### src/hw/rtl/amd_pkg.sv
`timescale 1ns / 1ps
`default_nettype none
// ----------------------------------------------------------------------------
// amd_pkg: motion detector shared types and constants
// Payload structs, configuration register indexes and reset values.
// ----------------------------------------------------------------------------
package amd_pkg;

    localparam int SAMPLE_BITS_DEF = 16;
    localparam int AXIS_W          = 16;
    localparam int TIME_W          = 32;
    localparam int HOLD_W          = 31;
    localparam int THR_W           = 16;
    localparam int THR_SQ_W        = 2 * THR_W;
    localparam int CHANGE_W        = 36;
    localparam int CFG_IDX_W       = 1;
    localparam int CFG_DATA_W      = HOLD_W;

    localparam logic [CFG_IDX_W-1:0] CFG_THRESHOLD = 1'b0;
    localparam logic [CFG_IDX_W-1:0] CFG_HOLD      = 1'b1;

    localparam logic [THR_W-1:0]    THRESHOLD_RESET = 16'd1638;
    localparam logic [THR_SQ_W-1:0] THR_SQ_RESET    = 32'd2683044;

    typedef struct packed {
        logic                     sample_ready;
        logic signed [AXIS_W-1:0] accel_x;
        logic signed [AXIS_W-1:0] accel_y;
        logic signed [AXIS_W-1:0] accel_z;
        logic [TIME_W-1:0]        now_ms;
    } amd_in_t;

    typedef struct packed {
        logic                motion_active;
        logic                motion_changed;
        logic [CHANGE_W-1:0] change_squared;
    } amd_out_t;

    // Between the delta stage and the decision stage.
    typedef struct packed {
        logic                formed;
        logic [CHANGE_W-1:0] change;
        logic [TIME_W-1:0]   now_ms;
    } amd_delta_t;

endpackage
`default_nettype wire

### src/hw/rtl/amd_delta.sv
`timescale 1ns / 1ps
`default_nettype none
// ----------------------------------------------------------------------------
// amd_delta: input register and squared-change stage
// Holds the previous sample and forms dx^2+dy^2+dz^2 per ready sample.
// ----------------------------------------------------------------------------
module amd_delta
    import amd_pkg::*;
#(
    parameter int SAMPLE_BITS = SAMPLE_BITS_DEF
)
(
    input  wire logic       clk,
    input  wire logic       rst_n,
    input  wire logic       item_valid,
    output logic            item_ready,
    input  wire amd_in_t    item,
    output logic            delta_valid,
    input  wire logic       delta_ready,
    output amd_delta_t      delta
);

    localparam int DIFF_W = SAMPLE_BITS + 1;
    localparam int PROD_W = 2 * DIFF_W;
    localparam int SQ_W   = 2 * SAMPLE_BITS + 1;
    localparam int SUM_W  = SQ_W + 2;

    logic                          in_valid_reg;
    amd_in_t                       in_reg;
    logic signed [SAMPLE_BITS-1:0] prev_x_reg;
    logic signed [SAMPLE_BITS-1:0] prev_y_reg;
    logic signed [SAMPLE_BITS-1:0] prev_z_reg;
    logic                          baseline_reg;
    logic                          delta_valid_reg;
    amd_delta_t                    delta_reg;
    amd_delta_t                    delta_next;

    logic signed [SAMPLE_BITS-1:0] x_s;
    logic signed [SAMPLE_BITS-1:0] y_s;
    logic signed [SAMPLE_BITS-1:0] z_s;
    logic signed [DIFF_W-1:0]      dx;
    logic signed [DIFF_W-1:0]      dy;
    logic signed [DIFF_W-1:0]      dz;
    logic signed [PROD_W-1:0]      px;
    logic signed [PROD_W-1:0]      py;
    logic signed [PROD_W-1:0]      pz;
    logic [SUM_W-1:0]              sum;
    logic                          formed;
    logic                          advance;

    assign advance    = in_valid_reg && (!delta_valid_reg || delta_ready);
    assign item_ready = !in_valid_reg || advance;

    assign x_s = in_reg.accel_x[SAMPLE_BITS-1:0];
    assign y_s = in_reg.accel_y[SAMPLE_BITS-1:0];
    assign z_s = in_reg.accel_z[SAMPLE_BITS-1:0];

    assign dx = {x_s[SAMPLE_BITS-1], x_s} - {prev_x_reg[SAMPLE_BITS-1], prev_x_reg};
    assign dy = {y_s[SAMPLE_BITS-1], y_s} - {prev_y_reg[SAMPLE_BITS-1], prev_y_reg};
    assign dz = {z_s[SAMPLE_BITS-1], z_s} - {prev_z_reg[SAMPLE_BITS-1], prev_z_reg};

    assign px = dx * dx;
    assign py = dy * dy;
    assign pz = dz * dz;

    assign sum = SUM_W'(px[SQ_W-1:0]) + SUM_W'(py[SQ_W-1:0]) + SUM_W'(pz[SQ_W-1:0]);

    assign formed = in_reg.sample_ready && baseline_reg;

    always_comb
    begin
        delta_next.formed = formed;
        delta_next.change = formed ? CHANGE_W'(sum) : '0;
        delta_next.now_ms = in_reg.now_ms;
    end

    always_ff @(posedge clk or negedge rst_n)
    begin
        if (!rst_n)
        begin
            in_valid_reg    <= 1'b0;
            delta_valid_reg <= 1'b0;
            baseline_reg    <= 1'b0;
            prev_x_reg      <= '0;
            prev_y_reg      <= '0;
            prev_z_reg      <= '0;
        end
        else
        begin
            if (item_ready)
            begin
                in_valid_reg <= item_valid;
            end
            if (!delta_valid_reg || delta_ready)
            begin
                delta_valid_reg <= in_valid_reg;
            end
            if (advance && in_reg.sample_ready)
            begin
                baseline_reg <= 1'b1;
                prev_x_reg   <= x_s;
                prev_y_reg   <= y_s;
                prev_z_reg   <= z_s;
            end
        end
    end

    always_ff @(posedge clk)
    begin
        if (item_valid && item_ready)
        begin
            in_reg <= item;
        end
        if (advance)
        begin
            delta_reg <= delta_next;
        end
    end

    assign delta_valid = delta_valid_reg;
    assign delta       = delta_reg;

endmodule
`default_nettype wire

### src/hw/rtl/accel_motion_detector_with_hold_unit.sv
`timescale 1ns / 1ps
`default_nettype none
// Pipeline: a result passes three register stages (input, delta, result) after its input transfer.
// Throughput: one item per cycle while result_ready is high; the result register is the only point of backpressure.
// Reset (async, active low) clears all valid flags, the baseline, the motion state and
// the release time; the squared threshold returns to 1638^2 and the hold time to 0.
// ----------------------------------------------------------------------------
// accel_motion_detector_with_hold_unit: motion detector with hold time
// Squared change against squared threshold, hold release on 32-bit wrap.
// ----------------------------------------------------------------------------
module accel_motion_detector_with_hold_unit
    import amd_pkg::*;
#(
    parameter int SAMPLE_BITS = SAMPLE_BITS_DEF
)
(
    input  wire logic                  clk,
    input  wire logic                  rst_n,
    input  wire logic                  item_valid,
    output logic                       item_ready,
    input  wire amd_in_t               item,
    output logic                       result_valid,
    input  wire logic                  result_ready,
    output amd_out_t                   result,
    input  wire logic                  cfg_we,
    input  wire logic [CFG_IDX_W-1:0]  cfg_index,
    input  wire logic [CFG_DATA_W-1:0] cfg_data
);

    logic                delta_valid;
    logic                delta_ready;
    amd_delta_t          delta;

    logic [THR_SQ_W-1:0] thr_sq_reg;
    logic [THR_SQ_W-1:0] thr_sq_next;
    logic [HOLD_W-1:0]   hold_reg;
    logic                motion_reg;
    logic                motion_next;
    logic [TIME_W-1:0]   release_reg;
    logic [TIME_W-1:0]   release_next;
    logic [TIME_W-1:0]   since;
    logic                over;
    logic                take;
    logic                result_valid_reg;
    amd_out_t            result_reg;
    amd_out_t            result_next;

    amd_delta #(
        .SAMPLE_BITS (SAMPLE_BITS)
    ) u_delta (
        .clk         (clk),
        .rst_n       (rst_n),
        .item_valid  (item_valid),
        .item_ready  (item_ready),
        .item        (item),
        .delta_valid (delta_valid),
        .delta_ready (delta_ready),
        .delta       (delta)
    );

    assign thr_sq_next = THR_SQ_W'(cfg_data[THR_W-1:0]) * THR_SQ_W'(cfg_data[THR_W-1:0]);

    assign delta_ready = !result_valid_reg || result_ready;
    assign take        = delta_valid && delta_ready;

    assign over         = delta.change > CHANGE_W'(thr_sq_reg);
    assign since        = delta.now_ms - release_reg;
    assign release_next = delta.now_ms + TIME_W'(hold_reg);

    always_comb
    begin
        motion_next = motion_reg;
        if (delta.formed)
        begin
            if (over)
            begin
                motion_next = 1'b1;
            end
            else if (motion_reg && !since[TIME_W-1])
            begin
                motion_next = 1'b0;
            end
        end
        result_next.motion_active  = motion_next;
        result_next.motion_changed = motion_next != motion_reg;
        result_next.change_squared = delta.change;
    end

    always_ff @(posedge clk or negedge rst_n)
    begin
        if (!rst_n)
        begin
            thr_sq_reg       <= THR_SQ_RESET;
            hold_reg         <= '0;
            motion_reg       <= 1'b0;
            release_reg      <= '0;
            result_valid_reg <= 1'b0;
        end
        else
        begin
            if (cfg_we)
            begin
                case (cfg_index)
                    CFG_THRESHOLD: thr_sq_reg <= thr_sq_next;
                    CFG_HOLD:      hold_reg   <= cfg_data[HOLD_W-1:0];
                    default:       ;
                endcase
            end
            if (delta_ready)
            begin
                result_valid_reg <= delta_valid;
            end
            if (take)
            begin
                motion_reg <= motion_next;
                if (delta.formed && over)
                begin
                    release_reg <= release_next;
                end
            end
        end
    end

    always_ff @(posedge clk)
    begin
        if (take)
        begin
            result_reg <= result_next;
        end
    end

    assign result_valid = result_valid_reg;
    assign result       = result_reg;

endmodule
`default_nettype wire

### config.mk
export PLATFORM = sky130hd
export DESIGN_NAME = accel_motion_detector_with_hold_unit
export DESIGN_NICKNAME = d
export VERILOG_FILES = /design/src/hw/rtl/amd_pkg.sv /design/src/hw/rtl/amd_delta.sv /design/src/hw/rtl/accel_motion_detector_with_hold_unit.sv
export SDC_FILE = /design/constraint.sdc
export NUM_CORES = 2
export LEC_CHECK = 0
export ABC_CLOCK_PERIOD_IN_PS = 25900
export BUFFER_PORTS_ARGS = -buffer_cell sky130_fd_sc_hd__buf_2
export CAP_MARGIN = 20
export CELL_PAD_IN_SITES_DETAIL_PLACEMENT = 1
export CELL_PAD_IN_SITES_GLOBAL_PLACEMENT = 2
export CORE_ASPECT_RATIO = 2
export CORE_UTILIZATION = 43
export CTS_CLUSTER_DIAMETER = 80
export DETAILED_ROUTE_END_ITERATION = 16
export GPL_TIMING_DRIVEN = 0
export HOLD_SLACK_MARGIN = 0.12
export PLACE_DENSITY_LB_ADDON = 0.12
export RECOVER_POWER = 25
export SYNTH_ARGS = -nofsm -noshare
export SYNTH_HDL_FRONTEND = slang
export SYNTH_HIERARCHICAL = 1
export SYNTH_SLANG_ARGS = --single-unit
### constraint.sdc
create_clock -name clk -period 25.9 [get_ports clk]
set_clock_uncertainty 0.05 [all_clocks]
set_input_delay 1.295 -clock clk [delete_from_list [all_inputs] [get_ports clk]]
set_output_delay 1.295 -clock clk [all_outputs]
set_load 0.05 [all_outputs]
==> flow_metrics.py <==
metrics = {
    "critical_path": {
        "cp_max_fo": 10,
        "cp_data_arrival_time_ps": 13230,
        "start_kind": "register",
        "critPathRequiredTime_ps": 26270,
        "cp_slowest_stage_delay_ps": 660,
        "end_kind": "register",
        "critical_path_class": "reg -> reg",
        "cp_slowest_cell": "clkbuf_1",
    },
    "yosys": {
        "synthArstFlopShare": 0.440,
        "syn-num-nets": 7263,
        "synthesis.area_um2": 54300,
        "synth-edff-count": 187,
        "synth_top_area_share": 0.366,
        "synth_area_leader_cell": "fa_1",
        "yosysSeqAreaShare": 0.171,
        "synth_cell_types": 87,
        "synth.area.top_cells": "fa_1 37%, ha_1 12%, edfxtp_1 10%",
        "yosysWarnings": 6,
        "synth_top_flop_cell": "edfxtp_1",
        "syn_inst": 5644,
        "ys_ff_latch": 334,
        "syn_area_per_cell_um2": 9.63,
    },
    "floorplan": {
        "ioPinCount": 158,
        "initial_core_util": 0.433,
        "num_rows": 184,
        "coreArea_um2": 125000,
        "fp.dieW_um": 253,
        "dieArea_um2": 128000,
        "dieHeight_um": 505,
    },
    "final_layout": {
        "nets": 7478,
        "syn2layout_area_growth_pct": 8.30,
        "final_area_um2": 58800,
        "largest_reg_flops": 68,
        "finalCoreUtilization": 0.469,
        "drive_gt1_frac": 0.0633,
    },
    "routing": {
        "drt.antenna.violating_nets": 0,
        "drtIter0Drc": 1147,
        "drc_errors": 0,
        "dr.pass1.iters": 5,
        "vias": 39400,
        "wirelength_um": 167000,
        "via_per_inst": 5.20,
        "routedWlPerCell_um": 22.1,
    },
    "clocking": {
        "cts_root_buffer": "clkbuf_16",
        "htree_levels": 2,
        "clock-sinks": 334,
        "cts-resized-gates": 0,
        "cts_tree": "yes",
        "cts_buffers": 40,
        "postCtsSetupRepairBufs": 0,
        "cts_buffer_depth": 3,
        "path_clk_slew_ps": 60,
        "hold_buffers": 0,
        "clk_latency_ps": 650,
    },
    "run_status": {
        "violations": "capacitance limit, slew limit",
        "status": "complete, but fails checks",
    },
    "timing": {
        "grt_setup_unrepaired": "no",
        "hold_viol_final": 0,
        "slew_viol_final": 77,
        "hold_ws_ps": 369,
        "setup_violations": 0,
        "relSlewSlack": -2.41,
        "worst_pin_slew_ps": 5120,
        "final.setup.tns_ps": 0,
        "period_share": 0.496,
        "fmax_mhz": 77.8,
        "finalCriticalPeriod_ps": 12860,
    },
    "run": {
        "drv_cap": 1,
    },
    "global_routing": {
        "grt-ovfl-total": 0,
        "grt_max_degree": 77,
        "first_global_vias": 46300,
        "antenna_found_initial": 5,
        "grt_pass1_wl_um": 259000,
        "grt.total_usage": 0.272,
    },
    "placed_design": {
        "place.gp.congestion": 0.889,
        "dp_hpwl_um": 145000,
        "io_buffer_count": 156,
        "place_area_um2": 57500,
    },
    "worst_hold_path": {
        "holdCritPathClass": "reg -> reg",
    },
}
==> cells in the mapped netlist (15+ instances only) <==
cell / instances
a211oi_1: 25
o31ai_1: 17
nor2_1: 405
edfxtp_1: 187
dfrtp_1: 138
xor2_1: 99
nand2b_1: 40
o21a_1: 39
o21bai_1: 25
a21o_1: 110
or2_2: 22
inv_1: 1447
a31oi_1: 17
and3_1: 37
and2_1: 54
o211ai_1: 15
o21ai_0: 159
nor3_1: 42
mux2_2: 72
clkbuf_1: 128
or3_1: 18
ha_1: 508
a21oi_1: 194
nor2b_1: 35
fa_1: 993
nand2_1: 456
xnor2_1: 129
nand3_1: 42
nand4_1: 18
==> cell type report <==
class	instances	area (um2)
fillers	14500	66600
multi-input cells	3715	39000
flip-flops and latches	334	9310
inverters	1459	5480
well taps	1674	2090
clock buffers	49	1040
repair buffers	173	1030
plain buffers	136	527
clock inverters	25	319
diodes	6	15.0
==> layer usage <==
metal  routed length (um)  vias up  GRT usage  part of all wire
met4                11300        0      0.161             0.068
met1                52400    20500      0.249              0.31
met5                    0        -          0                 0
met2                99600      689      0.561              0.60
met3                 3670      384     0.0197             0.022
li1                     -    17800          -                 -
==> path summary, 6_finish.rpt <==
kind                            depth (start not counted)                    end  slack (ps)             startpoint
worst min register to register                          0       u_delta/delta[2]         370  u_delta/delta_next[2]
worst max register to register                         43      u_delta/delta[65]       13040  u_delta/prev_x_reg[1]
max in group asynchronous                               1  u_delta/prev_x_reg[1]       20420                  rst_n
min in group asynchronous                               1        release_reg[25]        2450                  rst_n
worst min-delay path                                    0       u_delta/delta[2]         370  u_delta/delta_next[2]
worst max-delay path                                   43      u_delta/delta[65]       13040  u_delta/prev_x_reg[1]
==> cells by family after synthesis <==
family                     after synthesis  share of synthesized area
muxes                                   82                     0.0168
and+or+nand+nor                       1207                     0.0988
buffers and inverters                 1595                      0.110
AOI/OAI and AO/OA                      695                     0.0828
adders and majority gates             1501                      0.483
xor gates and xnor gates               229                     0.0370
DFF                                    334                      0.171
other                                    1                  0.0000690
==> worst max-delay path, delay by kind of cell, from the launching register on <==
family,cells,cell delay (ps)
DFF,1,390
muxes,1,330
and+or+nand+nor,6,800
xor gates and xnor gates,1,460
buffers and inverters,8,1040
AOI/OAI and AO/OA,17,5080
adders and majority gates,10,4510
==> through the flow <==
step                std cells  setup slack [ps]
floorplan                5644             15790
global placement         7474             12980
finish                   7571             13040
CTS                      7562             13120
detailed placement       7488             13150
global route             7570             12470
==> placed cells by master (no fill, tap or decap), types with 9 or more instances in the layout <==
cell type,count
a211oi_1,25
a21boi_0,9
a21o_1,110
a21oi_1,194
a31oi_1,17
and2_1,51
and3_1,37
buf_2,156
buf_4,10
clkbuf_1,141
clkbuf_16,40
clkinv_1,11
dfrtp_1,138
dfstp_2,9
edfxtp_1,187
fa_1,993
ha_1,508
inv_1,1447
mux2_2,72
mux2i_1,9
nand2_1,456
nand2b_1,40
nand3_1,42
nand4_1,18
nor2_1,405
nor2b_1,35
nor3_1,42
o211ai_1,15
o21a_1,39
o21ai_0,159
o21bai_1,25
o31ai_1,17
or2_2,22
or3_1,18
xnor2_1,129
xor2_1,99
Power is not shown: default switching activity piles up to over one toggle a cycle in this logic, so the estimate is an artifact.
